**config.mk**
```make
export PLATFORM = sky130hd
export DESIGN_NAME = rtc_calendar_tick_core
export DESIGN_NICKNAME = d
export VERILOG_FILES = /design/src/rtl/rtcc_pkg.sv /design/src/rtl/rtcc_step.sv /design/src/rtl/rtc_calendar_tick_core.sv
export SDC_FILE = /design/constraint.sdc
export NUM_CORES = 1
export LEC_CHECK = 0
export BUFFER_PORTS_ARGS = -buffer_cell sky130_fd_sc_hd__buf_2
export CAP_MARGIN = 20
export CELL_PAD_IN_SITES_DETAIL_PLACEMENT = 0
export CELL_PAD_IN_SITES_GLOBAL_PLACEMENT = 1
export CORE_UTILIZATION = 35
export CTS_CLUSTER_SIZE = 10
export DETAILED_ROUTE_END_ITERATION = 16
export PLACE_DENSITY = 0.65
export SLEW_MARGIN = 20
export SYNTH_ARGS = -nofsm -noshare
export SYNTH_HDL_FRONTEND = slang
export SYNTH_SLANG_ARGS = --single-unit
```
**constraint.sdc**
```tcl
create_clock -name clk -period 4.15 [get_ports clk]
set_clock_uncertainty 0.15 [all_clocks]
set_input_delay 0.415 -clock clk [delete_from_list [all_inputs] [get_ports clk]]
set_output_delay 0.415 -clock clk [all_outputs]
set_load 0.02 [all_outputs]
```
**src/rtl/rtcc_pkg.sv**
```systemverilog
// Package for the RTC calendar tick core: the calendar state type,
// operation codes, event flag positions, constant tables and small helpers.
// No dependencies.
package rtcc_pkg;

  // Operation codes carried by an input item
  typedef enum logic [1:0] {
    OP_TICK     = 2'd0,
    OP_SET_TIME = 2'd1,
    OP_SET_DATE = 2'd2,
    OP_NONE     = 2'd3
  } op_t;

  // Periodic check rates, in seconds
  localparam int unsigned SENSOR_RATE = 2;
  localparam int unsigned BATT_RATE   = 30;

  // Event flag bit positions
  localparam int unsigned FLG_SENSOR  = 0;
  localparam int unsigned FLG_BATTERY = 1;
  localparam int unsigned FLG_MINUTE  = 2;
  localparam int unsigned FLG_CFGSAVE = 3;
  localparam int unsigned FLG_HOUR    = 4;
  localparam int unsigned FLG_CLEAR   = 5;
  localparam int unsigned FLG_DAY     = 6;
  localparam int unsigned FLG_WDOG    = 7;

  // Calendar limits
  localparam logic [8:0] SEC_PER_MIN  = 9'd60;
  localparam logic [8:0] MIN_PER_HOUR = 9'd60;
  localparam logic [8:0] HOUR_PER_DAY = 9'd24;
  localparam logic [8:0] CLEAR_HOUR   = 9'd20;
  localparam int unsigned SAVE_MINUTES = 15;
  localparam logic [7:0] LAST_MONTH   = 8'd12;
  localparam logic [7:0] LAST_YEAR    = 8'd99;
  localparam logic [2:0] LAST_WEEKDAY = 3'd6;

  // Range limits on raw BCD bytes of set items
  localparam logic [7:0] BCD_HOUR_MAX  = 8'h23;
  localparam logic [7:0] BCD_MINSEC_MAX = 8'h59;
  localparam logic [7:0] BCD_YEAR_MAX  = 8'h99;
  localparam logic [7:0] BCD_MONTH_MAX = 8'h12;
  localparam logic [7:0] BCD_DAY_MAX   = 8'h31;
  localparam logic [7:0] WEEKDAY_MAX   = 8'd6;

  // Days per month, January first, common year
  localparam logic [7:0] MONTH_LEN [12] = '{
    8'd31, 8'd28, 8'd31, 8'd30, 8'd31, 8'd30,
    8'd31, 8'd31, 8'd30, 8'd31, 8'd30, 8'd31
  };

  // Clock and calendar state
  typedef struct packed {
    logic [6:0] sec;
    logic [7:0] min;
    logic [7:0] hour;
    logic [7:0] day;
    logic [7:0] month;
    logic [7:0] year;
    logic [2:0] weekday;
  } cal_t;

  // Reset calendar
  localparam cal_t CAL_RESET = '{
    sec: 7'd0, min: 8'd0, hour: 8'd8, day: 8'd20,
    month: 8'd9, year: 8'd16, weekday: 3'd2
  };

  // True when v is a multiple of rate; compares against each multiple in range
  function automatic logic rate_hit_f(logic [8:0] v, int unsigned rate);
    logic hit;
    hit = 1'b0;
    if (rate != 0) begin
      for (int unsigned k = 0; k < 512; k++) begin
        if ((k * rate) < 512 && v == 9'(k * rate)) begin
          hit = 1'b1;
        end
      end
    end
    return hit;
  endfunction

  // Convert a BCD byte as high nibble * 10 + low nibble, nibbles unchecked
  function automatic logic [7:0] from_bcd_f(logic [7:0] b);
    return ({4'd0, b[7:4]} << 3) + ({4'd0, b[7:4]} << 1) + {4'd0, b[3:0]};
  endfunction

  // Days in the given month; months outside 1..12 count as 31 days
  function automatic logic [7:0] days_in_month_f(logic [7:0] month, logic [7:0] year);
    logic leap;
    logic [7:0] len;
    // Gregorian rule on the stored year: years 100 and 200 are not leap, 0 is
    leap = (year[1:0] == 2'b00 && year != 8'd100 && year != 8'd200) || year == 8'd0;
    if (month == 8'd0 || month > LAST_MONTH) begin
      len = 8'd31;
    end else if (month == 8'd2 && leap) begin
      len = 8'd29;
    end else begin
      len = MONTH_LEN[month[3:0] - 4'd1];
    end
    return len;
  endfunction

endpackage

```
**src/rtl/rtcc_step.sv**
```systemverilog
// Next-state logic of the RTC calendar: one tick or set item applied to the
// current calendar, with event flags and set error. Uses rtcc_pkg.
module rtcc_step import rtcc_pkg::*; (
  input  cal_t       cur,
  input  op_t        operation,
  input  logic [5:0] delta_seconds,
  input  logic [7:0] bcd_first,
  input  logic [7:0] bcd_middle,
  input  logic [7:0] bcd_last,
  input  logic [7:0] weekday_value,
  output cal_t       nxt,
  output logic [7:0] event_flags,
  output logic       set_error
);

  logic [8:0] sec_sum;
  logic [8:0] min_inc;
  logic [8:0] hour_inc;
  logic [8:0] day_inc;
  logic [8:0] month_inc;
  logic [7:0] month_days;
  logic [2:0] weekday_inc;
  logic [7:0] year_inc;
  logic       time_bad;
  logic       date_bad;

  // Carry chain candidates
  assign sec_sum     = {2'd0, cur.sec} + {3'd0, delta_seconds};
  assign min_inc     = {1'b0, cur.min} + 9'd1;
  assign hour_inc    = {1'b0, cur.hour} + 9'd1;
  assign day_inc     = {1'b0, cur.day} + 9'd1;
  assign month_inc   = {1'b0, cur.month} + 9'd1;
  assign month_days  = days_in_month_f(cur.month, cur.year);
  assign weekday_inc = (cur.weekday >= LAST_WEEKDAY) ? cur.weekday - LAST_WEEKDAY
                                                     : cur.weekday + 3'd1;
  assign year_inc    = (cur.year >= LAST_YEAR) ? 8'd0 : cur.year + 8'd1;

  // Range checks on raw BCD bytes
  assign time_bad = bcd_first > BCD_HOUR_MAX || bcd_middle > BCD_MINSEC_MAX ||
                    bcd_last > BCD_MINSEC_MAX;
  assign date_bad = bcd_first > BCD_YEAR_MAX || bcd_middle > BCD_MONTH_MAX ||
                    bcd_last > BCD_DAY_MAX || weekday_value > WEEKDAY_MAX;

  // Apply the item
  always_comb begin
    nxt         = cur;
    event_flags = 8'd0;
    set_error   = 1'b0;
    unique case (operation)
      OP_TICK: begin
        event_flags[FLG_WDOG]    = 1'b1;
        event_flags[FLG_SENSOR]  = rate_hit_f(sec_sum, SENSOR_RATE);
        event_flags[FLG_BATTERY] = rate_hit_f(sec_sum, BATT_RATE);
        if (sec_sum < SEC_PER_MIN) begin
          nxt.sec = sec_sum[6:0];
        end else begin
          // Minute rollover; excess seconds drop
          nxt.sec = 7'd0;
          event_flags[FLG_MINUTE]  = 1'b1;
          event_flags[FLG_CFGSAVE] = rate_hit_f(min_inc, SAVE_MINUTES);
          if (min_inc < MIN_PER_HOUR) begin
            nxt.min = min_inc[7:0];
          end else begin
            nxt.min = 8'd0;
            event_flags[FLG_HOUR]  = 1'b1;
            event_flags[FLG_CLEAR] = (hour_inc == CLEAR_HOUR);
            if (hour_inc < HOUR_PER_DAY) begin
              nxt.hour = hour_inc[7:0];
            end else begin
              // Day rollover
              event_flags[FLG_DAY] = 1'b1;
              nxt.hour    = 8'd0;
              nxt.weekday = weekday_inc;
              if (day_inc <= {1'b0, month_days}) begin
                nxt.day = day_inc[7:0];
              end else begin
                nxt.day = 8'd1;
                if (month_inc < {1'b0, LAST_MONTH} + 9'd1) begin
                  nxt.month = month_inc[7:0];
                end else begin
                  nxt.month = 8'd1;
                  nxt.year  = year_inc;
                end
              end
            end
          end
        end
      end
      OP_SET_TIME: begin
        if (time_bad) begin
          set_error = 1'b1;
        end else begin
          nxt.hour = from_bcd_f(bcd_first);
          nxt.min  = from_bcd_f(bcd_middle);
          nxt.sec  = 7'(from_bcd_f(bcd_last));
        end
      end
      OP_SET_DATE: begin
        if (date_bad) begin
          set_error = 1'b1;
        end else begin
          nxt.year    = from_bcd_f(bcd_first);
          nxt.month   = from_bcd_f(bcd_middle);
          nxt.day     = from_bcd_f(bcd_last);
          nxt.weekday = weekday_value[2:0];
        end
      end
      default: begin
        // Unused code: nothing changes
        nxt = cur;
      end
    endcase
  end

endmodule

```
**src/rtl/rtc_calendar_tick_core.sv**
```systemverilog
// Top level of the RTC calendar tick core: input register, calendar state,
// result register and handshakes. Uses rtcc_pkg and rtcc_step.
//
//   channel | direction | handshake          | payload
//   in_     | input     | in_valid/in_stall  | operation, delta, three BCD bytes, weekday
//   out_    | output    | out_valid/out_stall| calendar fields, event flags, set error
//
// One item per cycle sustained while out_stall is low; an accepted item passes from the
// input register through the step logic into the result register.
// The calendar registers update as an item moves into the result register.
// in_stall rises only while both registers are full and out_stall is high.
// rst_n (synchronous, active low) loads the reset calendar and empties both stages.
module rtc_calendar_tick_core import rtcc_pkg::*; (
  input  logic       clk,
  input  logic       rst_n,
  input  logic       in_valid,
  output logic       in_stall,
  input  logic [1:0] in_operation,
  input  logic [5:0] in_delta_seconds,
  input  logic [7:0] in_bcd_first,
  input  logic [7:0] in_bcd_middle,
  input  logic [7:0] in_bcd_last,
  input  logic [7:0] in_weekday_value,
  output logic       out_valid,
  input  logic       out_stall,
  output logic [6:0] out_second,
  output logic [7:0] out_minute,
  output logic [7:0] out_hour,
  output logic [7:0] out_day,
  output logic [7:0] out_month,
  output logic [7:0] out_year,
  output logic [2:0] out_weekday,
  output logic [7:0] out_event_flags,
  output logic       out_set_error
);

  logic       a_valid_r;
  logic [1:0] a_op_r;
  logic [5:0] a_delta_r;
  logic [7:0] a_first_r;
  logic [7:0] a_middle_r;
  logic [7:0] a_last_r;
  logic [7:0] a_wday_r;
  cal_t       cal_r;
  cal_t       cal_nxt;
  logic [7:0] flags_nxt;
  logic       err_nxt;
  logic       out_valid_r;
  cal_t       res_cal_r;
  logic [7:0] res_flags_r;
  logic       res_err_r;
  logic       in_take;
  logic       a_adv;

  // Handshake control
  assign a_adv    = a_valid_r && (!out_valid_r || !out_stall);
  assign in_stall = a_valid_r && out_valid_r && out_stall;
  assign in_take  = in_valid && !in_stall;

  // Step logic
  rtcc_step u_step (
    .cur           (cal_r),
    .operation     (op_t'(a_op_r)),
    .delta_seconds (a_delta_r),
    .bcd_first     (a_first_r),
    .bcd_middle    (a_middle_r),
    .bcd_last      (a_last_r),
    .weekday_value (a_wday_r),
    .nxt           (cal_nxt),
    .event_flags   (flags_nxt),
    .set_error     (err_nxt)
  );

  // Hold the accepted item
  always_ff @(posedge clk) begin
    if (!rst_n) begin
      a_valid_r <= 1'b0;
    end else if (in_take) begin
      a_valid_r <= 1'b1;
    end else if (a_adv) begin
      a_valid_r <= 1'b0;
    end
  end

  always_ff @(posedge clk) begin
    if (in_take) begin
      a_op_r     <= in_operation;
      a_delta_r  <= in_delta_seconds;
      a_first_r  <= in_bcd_first;
      a_middle_r <= in_bcd_middle;
      a_last_r   <= in_bcd_last;
      a_wday_r   <= in_weekday_value;
    end
  end

  // Advance the calendar and the result register
  always_ff @(posedge clk) begin
    if (!rst_n) begin
      cal_r       <= CAL_RESET;
      out_valid_r <= 1'b0;
    end else begin
      if (a_adv) begin
        cal_r       <= cal_nxt;
        out_valid_r <= 1'b1;
      end else if (!out_stall) begin
        out_valid_r <= 1'b0;
      end
    end
  end

  always_ff @(posedge clk) begin
    if (a_adv) begin
      res_cal_r   <= cal_nxt;
      res_flags_r <= flags_nxt;
      res_err_r   <= err_nxt;
    end
  end

  // Drive result ports
  assign out_valid       = out_valid_r;
  assign out_second      = res_cal_r.sec;
  assign out_minute      = res_cal_r.min;
  assign out_hour        = res_cal_r.hour;
  assign out_day         = res_cal_r.day;
  assign out_month       = res_cal_r.month;
  assign out_year        = res_cal_r.year;
  assign out_weekday     = res_cal_r.weekday;
  assign out_event_flags = res_flags_r;
  assign out_set_error   = res_err_r;

endmodule
```
Word level (Yosys, flattened, before mapping)
Memory sizes are Yosys's and may differ from the RTL's.
Cells that the tools add are included.
{"block": "word_totals", "n_memories": 1, "out_inout_bits": 61, "register_bits": 151, "rom_bits": 128, "input_bits": 44, "word_cells": 723}
{"name": "(name not given)", "depth": 16, "width": 8, "rd": 1, "rd_clocked_by_memory_dff": 0, "wr": 0, "line_no": "rtcc_pkg.sv:99", "text": "len = MONTH_LEN[month[3:0] - 4'd1];"}
{"block": "op_classes", "n_bitwise": 2, "n_reduce_logical": 27, "add_sub_neg": 15, "n_eq_ne": 296, "order_cmp": 16, "mux": 339}
{"operator": "== test 9 bit (second input constant)", "count": 145}
{"operator": "== test 9 x 8 -> 1 bit (second input constant)", "count": 73}
{"operator": "== test 9 x 7 -> 1 bit (second input constant)", "count": 36}
{"operator": "2-to-1 mux 1 bit", "count": 315}
{"operator": "== test 9 x 6 -> 1 bit (second input constant)", "count": 18}
{"operator": "== test 9 x 5 -> 1 bit (second input constant)", "count": 10}
{"operator": "2-to-1 mux 8 bit", "count": 11}
{"operator": "2-to-1 mux 27 bit", "count": 2}
{"operator": "one-hot mux 27 bit (2 select lines)", "count": 1}
{"operator": "one-hot mux 23 bit (2 select lines)", "count": 1}
{"operator": "== test 9 x 4 -> 1 bit (second input constant)", "count": 5}
{"operator": "2-to-1 mux 43 bit", "count": 1}
{"operator": "adder 8 x 1 -> 9 bit (second input constant)", "count": 4}
{"operator": "2-to-1 mux 35 bit", "count": 1}
{"operator": "adder 7 x 5 -> 8 bit", "count": 3}
{"operator": "adder 8 x 4 -> 8 bit", "count": 3}
{"operator": "2-to-1 mux 23 bit", "count": 1}
{"operator": "== test 9 x 3 -> 1 bit (second input constant)", "count": 2}
{"operator": "logical NOT 9 bit", "count": 2}
{"operator": "less-than comparator 9 x 6 -> 1 bit (second input constant)", "count": 2}
{"operator": "> comparator 8 x 6 -> 1 bit (second input constant)", "count": 2}
{"operator": "> comparator 8 x 7 -> 1 bit (second input constant)", "count": 2}
{"operator": "logical NOT 8 bit", "count": 2}
{"operator": "2-to-1 mux 16 bit", "count": 1}
{"operator": "35 further kinds", "count": 52}

Logic depth before layout (Yosys ltp)
Gate-level depths: netlist of the first run.
{"block": "logic_depth", "depth_word": 259, "ltp_mapped": 17, "ltp_nobuf": 16}

Cells and area by module
From an unflattened synthesis of the first run, not the netlist that was laid out.
{"block": "hier_totals", "hier_cells": 924, "area_unflattened_um2": 9136.3}
{"mod": "rtc_calendar_tick_core", "cells_each": 324, "area_each_um2": 5132.4, "n_inst": 1, "seq_area_each_um2": 4013.8}
{"mod": "rtcc_step", "cells_each": 600, "area_each_um2": 4003.8, "n_inst": 1, "seq_area_each_um2": 0.0}

Worst setup path before layout of the first run
Ideal clock, no wire load.
{"block": "synth_timing", "path_type": "flip-flop to flip-flop", "start": "register cal_r[11] in the netlist's numbering", "end": "register cal_r[12] in the netlist's numbering", "period_less_slack_ns": 3.719, "setup_slack_ns": 0.431, "arrival_ns": 3.331, "path_buffers": 1, "path_stages_with_launch": 18, "setup_time_ns": 0.238, "path_cell_list": "dfxtp_1 -> clkbuf_1 -> inv_1 -> ha_1 -> inv_1 -> o22ai_1 -> o21ai_0 -> a21oi_1 -> a21oi_1 -> nand3b_1 -> ha_1 -> nand2_1 -> o2111ai_1 -> o221a_2 -> a211oi_1 -> o211ai_1 -> a22oi_1 -> a31oi_1"}
{"block": "synth_between", "elab_chain_len": 13}
{"element": "start: declaration", "line_no": "rtc_calendar_tick_core.sv:44", "text": "cal_t cal_r;"}
{"element": "start signal: assignment", "line_no": "rtc_calendar_tick_core.sv:103", "text": "cal_r <= cal_nxt;"}
{"element": "subtractor 4 x 1 -> 4 bit", "line_no": "rtcc_pkg.sv:99"}
{"element": "inverter 4 -> 5 bit (not written as such)", "line_no": "rtcc_pkg.sv:99"}
{"element": "memory (16 x 8 bit)"}
{"element": "2-to-1 mux 8 bit (not written as such) (2 in a row)", "line_no": "rtcc_pkg.sv:99"}
{"element": "2-to-1 mux 8 bit", "line_no": "rtcc_pkg.sv:96", "text": "end else if (month == 8'd2 && leap) begin"}
{"element": "2-to-1 mux 8 bit", "line_no": "rtcc_pkg.sv:94", "text": "if (month == 8'd0 || month > LAST_MONTH) begin"}
{"element": "<= comparator 9 x 8 -> 1 bit", "line_no": "rtcc_step.sv:74", "text": "if (day_inc <= {1'b0, month_days}) begin"}
{"element": "2-to-1 mux 16 bit *", "line_no": "rtcc_step.sv:74"}
{"element": "2-to-1 mux 27 bit *", "line_no": "rtcc_step.sv:67", "text": "if (hour_inc < HOUR_PER_DAY) begin"}
{"element": "2-to-1 mux 35 bit *", "line_no": "rtcc_step.sv:61", "text": "if (min_inc < MIN_PER_HOUR) begin"}
{"element": "2-to-1 mux 43 bit *", "line_no": "rtcc_step.sv:54", "text": "if (sec_sum < SEC_PER_MIN) begin"}
{"element": "one-hot mux 27 bit (2 select lines) *", "line_no": "rtcc_step.sv:49", "text": "unique case (operation)"}
Every way passes the cells marked *; elsewhere a longest branch is shown, timed or not. The select of a mux whose other input is x is not followed.
A chain may end at the register's enable or synchronous reset.

==> flow_results.org, run 1 <==
** Outcome
- The flow ran to the end, and the final reports show no timing, DRC or antenna violations.

** Clock network
- Worst-skew pair later-pin latency :: 0.43 ns
- Clock tree synthesis found a total of 151 sinks.
- Maximum level of the CTS H-tree :: 4
- Post-CTS Repair Setup Buffers :: 0
- After clock tree synthesis, the clock-pin slew on the worst setup and hold paths is 0.07 ns.
- Number of buffers between clock root and the deepest sink :: 2
- Clock tree from TritonCTS :: done
- Buffer type at the clock tree root :: sky130_fd_sc_hd__clkbuf_16
- Total clock buffers created by CTS :: 17

** Place
- At the end of routability-driven placement, the weighted congestion stood at between 0.8 and 0.9.
- During placement, the flow inserted port buffers numbering ~100.
- Summed over all nets, the half-perimeter wirelength after detailed placement is 20.0 mm.
- Worst setup timing slack at the placement stage :: ~0.28 ns

** Timing
- The number of pins exceeding their max-slew limit in the final report is 0.
- Setup violations remaining at the end of the flow were counted as 0.
- RSZ-0062 raised after global routing :: false
- Hold Vio Cnt, Final :: 0
- Slew at the pin closest to its max-slew limit :: 1.20 ns
- Measured against its own limit, the worst slew margin works out to about 20%.
- Final clock period utilization by the worst path :: 93.7%
- In the final timing run, aggregate negative setup slack is 0 ns.
- Maximum clock frequency :: 257 MHz
- The smallest clock period supported by the final layout is computed as 3.89 ns.
- Hold timing on the final database bottoms out at a slack of 0.00872 ns.
- Final worst setup slack :: 0.260 ns

** Floorplanning
- The core region is 25200 µm².
- Cell row count :: 58
- The die is ~160 µm tall.
- Initial core utilization :: 35.6%
- The die is 162 µm wide.
- The die covers about 26000 µm².
- I/O pins :: 105

** Power and ir drop
- PnR Total Power :: 3.79 mW
- Static leakage power :: 4.17 nW
- Power per Cell Area :: 354 nW/µm²
- VDD sags by at most roughly 0.25 mV.

** Worst setup path
- Critical path startpoint category :: flop
- At the worst endpoint, the arrival time is 3.91 ns.
- STA classifies the critical path endpoint as a flop.
- Data required time at the worst endpoint :: between 4 and 5 ns
- In this run the worst path has a maximum fanout of 9.
- The worst setup path is of the reg2reg kind.
- Setup slack of the most critical reg-to-reg path :: 0.26 ns

** Detailed routing
- After detailed routing, the number of remaining DRC violations is 0.
- Detailed Routing Iterations Pass 1 :: 6
- Using the TritonRoute via totals, the vias-per-cell ratio works out to approximately 5.6.
- After the first detailed-routing iteration, the DRC count stood at 636.
- The routed layout has 7895 vias.
- Number of routed nets with antenna violations :: 0
- Routed wire length :: 27.9 mm
- Final routed wire length divided by cell count :: around 20 µm

** Worst hold path
- In this run the worst hold path is classified as in2reg.

** Logic synthesis
- Synth Register Bits :: 151
- Yosys mapped the design onto 80 distinct sky130hd cell types.
- Of all flip-flops after synthesis, the portion carrying an async set or reset was 0%.
- Most used flip-flop cell after synthesis :: sky130_fd_sc_hd__edfxtp_1
- Netlist area before placement :: 8960 µm²
- Sequential area share after synthesis :: 44.8%
- The number of nets in the synthesized netlist is 1031.
- Number of cells produced by synthesis :: 932
- Number of enable-type register cells in the synthesized netlist :: 99
- Yosys printed 0 warnings.
- Avg Inst Size Synth :: 9.61 µm²

** Global routing
- Summed over all layers, the global routing overflow is 0.
- Via count of the first global-routing pass :: 7347
- Entering global routing, the biggest net connects 42 pins.
- Global-route wire length before repair :: 42.8 mm
- Initial antenna violation count :: 0
- Global routing used 21.5% of the available tracks.

** Cells and area
- Antenna Diode Count :: 0
- Synthesis-to-finish area growth :: 19.6%
- Fill cell count :: 2464
- Cells fill 42.6% of the core in the end.
- After the last flow step, the layout net total stands at 1155.
- Proportion of layout cells with a drive suffix above 1 :: roughly 18%

** Job
- Max-cap violations in this run came to 0.
[final timing paths]
check,start,to,cells past startpoint
setup / recovery,cal_r[6],out_year[3],12
hold / removal,in_delta_seconds[4],a_delta_r[4],1
setup reg to reg,cal_r[6],out_year[3],12
hold reg to reg,cal_r[26],cal_r[26],2
[Yosys cell counts, types with 6 or more instances]
library cell | instances | area, µm²
sky130_fd_sc_hd__nand3_1 | 37 | 185
sky130_fd_sc_hd__nand4_1 | 10 | 62.6
sky130_fd_sc_hd__xor2_1 | 8 | 70.1
sky130_fd_sc_hd__fa_1 | 7 | 140
sky130_fd_sc_hd__a22o_1 | 7 | 61.3
sky130_fd_sc_hd__nand2_1 | 75 | 282
sky130_fd_sc_hd__dfxtp_1 | 52 | 1040
sky130_fd_sc_hd__a21o_1 | 17 | 128
sky130_fd_sc_hd__and3_1 | 17 | 106
sky130_fd_sc_hd__or3_1 | 6 | 37.5
sky130_fd_sc_hd__xnor2_1 | 13 | 114
sky130_fd_sc_hd__nor2_1 | 62 | 233
sky130_fd_sc_hd__a21oi_1 | 66 | 330
sky130_fd_sc_hd__a211o_1 | 7 | 61.3
sky130_fd_sc_hd__o211a_1 | 7 | 70.1
sky130_fd_sc_hd__clkbuf_1 | 44 | 165
sky130_fd_sc_hd__and2_1 | 8 | 50.1
sky130_fd_sc_hd__o211ai_1 | 17 | 128
sky130_fd_sc_hd__a21boi_0 | 6 | 45.0
sky130_fd_sc_hd__nor2b_1 | 8 | 50.1
sky130_fd_sc_hd__ha_1 | 48 | 601
sky130_fd_sc_hd__a211oi_1 | 12 | 90.1
sky130_fd_sc_hd__o22ai_1 | 6 | 37.5
sky130_fd_sc_hd__inv_1 | 45 | 169
sky130_fd_sc_hd__a22oi_1 | 11 | 82.6
sky130_fd_sc_hd__nor3_1 | 26 | 130
sky130_fd_sc_hd__a31oi_1 | 17 | 106
sky130_fd_sc_hd__edfxtp_1 | 99 | 2970
sky130_fd_sc_hd__o21ai_0 | 66 | 330
sky130_fd_sc_hd__nor3b_1 | 6 | 45.0
sky130_fd_sc_hd__nand2b_1 | 9 | 56.3
sky130_fd_sc_hd__nor4_1 | 8 | 50.1
[critical path, stage by stage, from the launching register on]
cell and delay [ns]:
sky130_fd_sc_hd__dfxtp_1 0.51, sky130_fd_sc_hd__nor4bb_1 0.11, sky130_fd_sc_hd__o211a_1 0.27, sky130_fd_sc_hd__or4_1 0.51
sky130_fd_sc_hd__a21oi_1 0.18, sky130_fd_sc_hd__ha_1 0.25, sky130_fd_sc_hd__nand2_1 0.06, sky130_fd_sc_hd__o2111ai_1 0.14
sky130_fd_sc_hd__o221a_2 0.32, sky130_fd_sc_hd__a211o_1 0.40, sky130_fd_sc_hd__o41ai_2 0.38, sky130_fd_sc_hd__a21boi_0 0.22
sky130_fd_sc_hd__o221ai_1 0.13
[flip-flops by register name, indices dropped and copies added (netlist names)]
name,flops
out_second,7
a_op_r,2
out_minute,8
cal_r,50
a_middle_r,8
a_last_r,8
a_wday_r,8
a_valid_r,1
out_day,8
out_valid,1
out_event_flags,8
out_weekday,3
out_set_error,1
out_year,8
out_month,8
a_delta_r,6
out_hour,8
a_first_r,8
[power breakdown]
part	internal [mW]	total, mW	switching (mW)	leakage (nW)
registers	1.67	1.72	0.0505	1.35
clock network	0.849	1.51	0.660	0.279
logic	0.198	0.560	0.363	2.55
[per-layer routing]
layer	GRT usage, %	share of wire [%]	vias to the layer above
li1	-	-	3804
met1	31.5	49	3794
met2	32.1	43	264
met3	3.60	5.6	33
met4	6.35	1.7	0
met5	0	0	-
[cell usage in the layout, fill, tap and decap left out, types with 29 or more instances in the layout]
| cell | n |
|---|---|
| sky130_fd_sc_hd__nand3_1 | 37 |
| sky130_fd_sc_hd__a21oi_1 | 66 |
| sky130_fd_sc_hd__buf_4 | 29 |
| sky130_fd_sc_hd__ha_1 | 48 |
| sky130_fd_sc_hd__nor2_1 | 62 |
| sky130_fd_sc_hd__inv_1 | 44 |
| sky130_fd_sc_hd__edfxtp_1 | 99 |
| sky130_fd_sc_hd__nand2_1 | 75 |
| sky130_fd_sc_hd__buf_2 | 104 |
| sky130_fd_sc_hd__o21ai_0 | 66 |
| sky130_fd_sc_hd__dfxtp_1 | 52 |
[layout make-up]
| class | instances | area (µm²) | area share [%] |
|---|---|---|---|
| multi-input combinational | 688 | 4620 | 43.1 |
| sequential | 151 | 4010 | 37.4 |
| timing repair buffer | 152 | 938 | 8.75 |
| clock buffer | 21 | 493 | 4.60 |
| tap | 330 | 413 | 3.85 |
| inverter | 46 | 174 | 1.62 |
| clock inverter | 11 | 71.3 | 0.665 |
[repair_timing]
action,in CTS,in global routing
setup endpoints to repair,0,1
gates resized for setup,0,1
endpoints found under the hold margin,16,2
hold buffers,16,2
[per-stage QoR]
stage	instance area, µm²	instances
2_1_floorplan	8960	932
3_3_place_gp	9950	1348
3_5_place_dp	9950	1348
4_1_cts	10700	1396
5_1_grt	10700	1399
6_report	10700	1399
[kinds of logic after synthesis]
family                   after synthesis  synth area share [%]
AO/OA/AOI/OAI                        310                  23.5
XOR/XNOR                              21                  2.05
adder cells (fa/ha/maj)               55                  8.27
buffers and inverters                 93                  3.91
flip-flops                           151                  44.8
multiplexers                           5                 0.573
AND/OR/NAND/NOR                      297                  16.9
No activity file was read; power rests on OpenSTA's default activity.
==> inputs of run 2 (changes only) <==
--- a/config.mk
+++ b/config.mk
@@ -9,6 +9,7 @@
 export CAP_MARGIN = 20
 export CELL_PAD_IN_SITES_DETAIL_PLACEMENT = 0
 export CELL_PAD_IN_SITES_GLOBAL_PLACEMENT = 1
+export CORE_MARGIN = 2
 export CORE_UTILIZATION = 35
 export CTS_CLUSTER_SIZE = 10
 export DETAILED_ROUTE_END_ITERATION = 16
==> flow_results.org, run 2 (same netlist as run 1, synthesis figures left out) <==
** Clock network
- Clock-pin slew was measured on the worst setup and hold paths at ~0.060 ns.
- Clk sink count :: roughly 150
- After clock tree synthesis, the setup repair step added 0 buffers.
- TritonCTS built the clock tree.
- Maximum level of the CTS H-tree :: 4
- No sink is reached through more buffers than the 2 on the longest clock path.
- Total clock buffers created by CTS :: 17
- Buffer type at the clock tree root :: sky130_fd_sc_hd__clkbuf_16
- Worst-skew pair later-pin latency :: around 0.43 ns

** Worst setup path
- Largest incremental delay on the critical path :: 0.57 ns
- Data on the critical path arrives at its endpoint at 4.06 ns.
- Along the worst path, the maximum fanout reaches 9.
- Critical Setup Path Class :: reg2reg
- Slowest-stage cell, CP :: sky130_fd_sc_hd__o211ai_1
- Data required time at the worst endpoint :: 4.36 ns
- CP delay by family, top :: compound AO/OA/AOI/OAI gates
- The worst setup path is captured at a flop.
- Ordered list of cells on the worst path :: nor4bb_1, o211a_1, or4_1, a21oi_1, ha_1, nor2b_1, o2111ai_1, o221a_2, a211oi_1, buf_4, o211ai_1, a22oi_1, a31oi_1
- Crit path buffers/inverters :: 1
- Critical path startpoint category :: flop

** Floorplanning
- From bottom edge to top edge, the die measures about 160 µm.
- The floorplan has 58 rows.
- Pin placement for this block handled 105 I/O pins.
- Placeable core area :: 25200 µm²
- The floorplan step defined a die boundary enclosing 26900 µm².
- From left edge to right edge, the die measures 164 µm.
- Once the floorplan was initialized, standard cells occupied between 30% and 40% of the core.

** Cells and area
- Antenna Diode Count :: 0
- At the end of the flow, the number of nets in the layout was 1167.
- The register with the most flip-flops in the layout has 50 of them.
- Proportion of layout cells with a drive suffix above 1 :: 17.4%
- Commonest cells after routing, fill and taps aside :: sky130_fd_sc_hd__buf_2, sky130_fd_sc_hd__edfxtp_1, sky130_fd_sc_hd__nand2_1, sky130_fd_sc_hd__o21ai_0, sky130_fd_sc_hd__a21oi_1
- The filler cells instantiated in the layout total 2489.
- Leaving out fill and tap cells, the most frequent cell in the layout is sky130_fd_sc_hd__buf_2.
- Compared with the post-synthesis result, the final layout area differs by 20.8%.
- Largest register by flop count :: cal_r
- Cells fill 43.0% of the core in the end.

** Power and ir drop
- Share of total power consumed by net switching :: 28.4%
- Combinational cells account for 15.2% of the total power.
- The analysis attributes to cell leakage a power of 4.20 nW.
- Per report_power, the sequential group accounts for 46.1% of the total.
- VDD sags by at most about 0.18 mV.
- Cell internal power was estimated by the tool at 2.67 mW.
- Power per Cell Area :: 345 nW/µm²
- For this design the total switching power over the nets is 1.06 mW.
- The clock network accounts for 38.7% of the total power.

** Job
- Across the run, the number of max-cap violations was 0.

** Detailed routing
- Met2 wire length :: 12.2 mm
- The routed layout has 7834 vias.
- In the routed layout, each cell is associated on average with a via count of 5.55.
- In the routed design, unresolved DRC markers number 0.
- For this block, the routed nets add up to between 20 and 30 mm of wire.
- Detailed routing placed a total of roughly 1.5 mm of wire on met3.
- In this run, the number of DRC markers left after iteration 0 of detailed routing was 670.
- In this run the top signal layer used is met4.
- Number of routed nets with antenna violations :: 0
- Detailed Routing Iterations Pass 1 :: 5
- Final routed wire length divided by cell count :: 19.6 µm
- After detailed routing, the wire length on met1 is approximately 14 mm.

** Global routing
- Overflow left after global routing :: 0
- Across every metal layer, demand over resource in global routing totals about a fifth.
- The first global-routing pass estimated 42.9 mm of wire.
- Entering global routing, the biggest net connects a little over 100 pins.
- Initial antenna violation count :: 0
- Via count of the first global-routing pass :: between 7000 and 8000

** Timing
- Hold Vio Cnt, Final :: 0
- Post-Route Setup TNS :: 0 ns
- The worst pin sits at a relative slew slack of 32.8%.
- Setup violations remaining at the end of the flow were counted as 0.
- On the final layout, the worst hold slack is 0.0136 ns.
- Min Clock Period, post-route :: 3.86 ns
- After layout, the worst path uses ~93% of the clock period.
- The number of pins exceeding their max-slew limit in the final report was 0.
- Derived from the worst setup path, the maximum achievable clock frequency is 259 MHz.
- Setup repair after global routing left no endpoint under its margin.
- Slew at the pin closest to its max-slew limit :: between 1 and 1.5 ns

** Place
- Port Buffer Count :: 104
- The wire-length estimate of the detail-placed layout is 19.6 mm.
- Routability-driven placement finished with a final weighted congestion of 0.852.

** Outcome
- Result of the run :: completed

** Worst hold path
- Class of the worst hold path :: in2reg
==> run 2: cell count changes in the layout (fill, tap and decap cells not counted), sizes merged <==
cell | previous run | this run
clkinv | 11 | 8
dlygate4sd3 | 18 | 30
clkinvlp | 2 | 3
inv | 44 | 46
==> run 2: path summary, 6_finish.rpt <==
kind / start / endpoint / slack [ns] / cells after the start
hold / removal: in_bcd_last[0] / a_last_r[0] / 0.01 / 1
hold reg to reg: cal_r[26] / cal_r[26] / 0.30 / 2
setup / recovery: cal_r[6] / cal_r[12] / 0.29 / 13
setup reg to reg: cal_r[6] / cal_r[12] / 0.29 / 13
==> run 2: cell type report <==
cell class,count,area (µm²),area share (%)
inverters,46,174,1.61
well taps,330,413,3.81
clock buffers,21,460,4.25
clock inverters,11,75.1,0.694
repair buffers,164,1070,9.89
flip-flops and latches,151,4010,37.1
multi-input cells,688,4620,42.7
==> run 2: repair_timing <==
| action | 4_1_cts | 5_1_grt |
|---|---|---|
| endpoints found under the setup margin | 0 | 1 |
| hold buffers | 27 | 3 |
| gates resized for setup | 0 | 1 |
| hold endpoints to repair | 27 | 3 |
==> run 2: power by group through the flow <==
stage	sequential, mW	combinational (mW)	clock, mW
global route	1.73	0.620	1.54
finish	1.72	0.569	1.44
global placement	1.75	0.539	0
CTS	1.72	0.561	1.47
detailed placement	1.75	0.540	0
floorplan	1.77	0.314	0
==> run 2: metal layers <==
metal | global-route usage, % | vias to the layer above
li1 | - | 3837
met1 | 31.3 | 3731
met2 | 31.3 | 246
met3 | 3.23 | 20
met4 | 6.26 | 0
met5 | 0 | -
==> run 2: through the flow <==
step	power [mW]	std cells	setup WS, ns	instance area (µm²)
final	3.73	1411	0.293	10800
after global routing	3.89	1411	0.0548	10800
after CTS	3.76	1407	0.279	10800
after detailed placement	2.29	1348	0.282	9960
after global placement	2.29	1348	0.354	9960
after floorplan	2.09	932	0.431	8960
==> inputs of run 3 (changes only) <==
--- a/config.mk
+++ b/config.mk
@@ -9,6 +9,7 @@
 export CAP_MARGIN = 20
 export CELL_PAD_IN_SITES_DETAIL_PLACEMENT = 0
 export CELL_PAD_IN_SITES_GLOBAL_PLACEMENT = 1
+export CORE_ASPECT_RATIO = 1.5
 export CORE_MARGIN = 2
 export CORE_UTILIZATION = 35
 export CTS_CLUSTER_SIZE = 10
@@ -18,3 +19,4 @@
 export SYNTH_ARGS = -nofsm -noshare
 export SYNTH_HDL_FRONTEND = slang
 export SYNTH_SLANG_ARGS = --single-unit
+export TNS_END_PERCENT = 1
==> flow_results.org, run 3 (same netlist as run 1, synthesis figures left out) <==
** Outcome
- Result of the run :: completed

** Timing
- Setup violations remaining at the end of the flow were counted as 0.
- Slew at the pin closest to its max-slew limit :: 0.791 ns
- Final clock period utilization by the worst path :: 92.8%
- RSZ-0062 raised after global routing :: true
- Min Clock Period, post-route :: 3.85 ns
- The number of pins exceeding their max-slew limit in the final report came to 0.
- For this run, the top clock speed supported by timing is 260 MHz.
- Hold Worst Slack :: 0.0560 ns
- For the final routed database, the setup TNS stands at 0 ns.
- Headroom to the max-slew limit came out at 46.7%.
- The count of final hold-check violations is 0.

** Floorplanning
- Once the floorplan was initialized, standard cells occupied a little over a third of the core.
- I/O pins :: between 100 and 150
- Die height :: 200 µm
- In this run the core area contains 71 standard-cell rows.
- Die width :: 135 µm
- In this run the standard cell core region covers 25100 µm².
- Total die area :: 26900 µm²

** Cells and area
- Commonest cells after routing, fill and taps aside :: sky130_fd_sc_hd__buf_2, sky130_fd_sc_hd__edfxtp_1, sky130_fd_sc_hd__nand2_1, sky130_fd_sc_hd__o21ai_0, sky130_fd_sc_hd__a21oi_1
- Final cell area excluding filler cells :: about 11000 µm²
- The layout has 2462 filler cells.
- Compared with the post-synthesis result, the final layout area differs by 23.1%.
- Commonest non-fill, non-tap cell in the layout :: sky130_fd_sc_hd__buf_2
- Number of nets at the end of the flow :: 1179
- The number of antenna diodes in the final layout is 0.
- Proportion of layout cells with a drive suffix above 1 :: 17.5%
- The register with the most flip-flops in the final layout is cal_r.
- For this run, the share of the core covered by cells in the final layout is 43.9%.
- The register with the most flip-flops in the layout has 50 of them.

** Worst setup path
- Start point of the critical path :: cal_r[12]
- STA classifies the critical path startpoint as a flop.
- Walking the worst path, the cells encountered are inv_1, ha_1, inv_1, o22ai_1, o21ai_0, a21oi_1, a21oi_1, nand3b_1, ha_1, nand2_1, o2111ai_1, o221a_2, a211o_1, o41ai_2, a21boi_0, o221ai_1.
- Setup slack of the most critical reg-to-reg path :: ~0.3 ns
- Data required time at the worst endpoint :: 4.18 ns
- The largest individual stage delay along the critical path comes from the cell sky130_fd_sc_hd__dfxtp_1.
- Critical Setup Path Class :: reg2reg
- Data on the critical path arrives at its endpoint at 3.88 ns.
- Critical register-to-register path endpoint :: out_year[3]
- The largest single stage delay on the critical path is 0.41 ns.
- Setup crit end kind :: flop
- Maximum net fanout on the critical path :: 7
- The most critical setup path has its endpoint at out_year[3].
- Launching point of the worst reg2reg path :: cal_r[12]
- The worst register-to-register path has a depth of 16.

** Place
- Detailed placement finished with a half-perimeter wire length of 21.4 mm.
- After detailed placement, the total cell area comes to 9990 µm².
- Placer Congestion :: about 0.9
- Buffers placed on the I/O ports in this run total 104.

** Detailed routing
- The final layout contains routed wiring with a total length of around 30 mm.
- Final routed wire length divided by cell count :: approximately 21 µm
- Detailed Routing Iterations Pass 1 :: 6
- Violation count after the first detailed-routing iteration :: 494
- In this run the remaining antenna-violating nets after routing total 0.
- Via density :: 5.69
- Routed via count :: 8084
- DRC violation count after routing :: 0

** Clock network
- Maximum level of the CTS H-tree :: 4
- Clk sink count :: 151
- The clock passes through at most 2 buffers.
- Clock latency on the worst-skew pair, taken at its later pin, is 0.44 ns.
- Buffer type at the clock tree root :: sky130_fd_sc_hd__clkbuf_16
- Total clock buffers created by CTS :: 17
- TritonCTS built the clock tree.
- Clock-pin slew reported for the worst setup and hold paths after clock tree synthesis :: roughly 0.07 ns

** Global routing
- Via count of the first global-routing pass :: 8042
- Initial antenna violation count :: 0
- Maximum number of pins on one net before global-route repair :: 53
- Summed over all layers, the global routing overflow is 0.
- Global routing used 22.2% of the available tracks.
- Global-route wire length before repair :: 45.2 mm

** Worst hold path
- The worst hold path belongs to the class in2reg.
- The startpoint identified for the worst hold timing path is in_valid.

** Power and ir drop
- VDD IR-drop max :: 0.265 mV
- Power per Cell Area :: 358 nW/µm²
- Static leakage power :: 4.30 nW
- PnR Total Power :: between 3 and 4 mW

** Job
- Number of max-cap violations :: 0
## run 3: cell types whose count changed in the layout (fill, tap and decap cells not counted), moves of 2 or more
cell	change
sky130_fd_sc_hd__dlygate4sd3_1	+10
sky130_fd_sc_hd__bufinv_16	+3
sky130_fd_sc_hd__clkinv_2	-3
sky130_fd_sc_hd__clkinv_4	+2
sky130_fd_sc_hd__clkinvlp_4	-2
sky130_fd_sc_hd__inv_6	+2
## run 3: worst min path at each step
stage / depth (start not counted) / endpoint
after detailed placement: 2 / cal_r[26]
after floorplan: 2 / cal_r[26]
after CTS: 1 / a_first_r[7]
final: 3 / a_valid_r
after global placement: 2 / cal_r[26]
after global routing: 3 / a_valid_r
## run 3: through the flow
step / setup WS [ns] / cells
after global placement: 0.351 / 1348
after floorplan: 0.431 / 932
after CTS: 0.264 / 1419
after global routing: -0.00355 / 1421
after detailed placement: 0.285 / 1348
final: 0.300 / 1421
## run 3: timing repair
action                                  in CTS  in global routing
gates resized for setup                      0                  2
hold buffers                                39                  1
hold endpoints to repair                    39                  1
endpoints found under the setup margin       0                  4
setup buffers                                0                  0
## run 3: final cells by class
type                            instances  area, µm²  share of cell area (%)
Timing Repair Buffer                  176       1200                    10.9
Sequential cell                       151       4010                    36.4
Clock buffer                           19        443                    4.02
Tap cell                              328        410                    3.72
Clock inverter                         13        168                    1.52
Multi-Input combinational cell        688       4620                    41.9
Inverter                               46        174                    1.58
## run 3: metal layers
metal / vias to the layer above / routed length [µm] / global-route usage, %
met5: - / 0 / 0
met4: 0 / 1250 / 11.2
met3: 60 / 1120 / 3.21
met2: 220 / 15600 / 40.6
met1: 3958 / 11700 / 24.9
li1: 3846 / - / -
## run 3: worst max-delay path, delay by kind of cell (launching register included)
kind	cells	cell delay, ns
AO/OA/AOI/OAI	10	2.16
adder cells (fa/ha/maj)	2	0.52
flip-flops	1	0.41
buffers and inverters	2	0.18
AND/OR/NAND/NOR	2	0.17
## run 3: power by group
| part | internal [mW] | total [mW] | switching [mW] |
|---|---|---|---|
| registers | 1.67 | 1.72 | 0.0491 |
| clock network | 0.969 | 1.65 | 0.679 |
| logic | 0.216 | 0.580 | 0.364 |
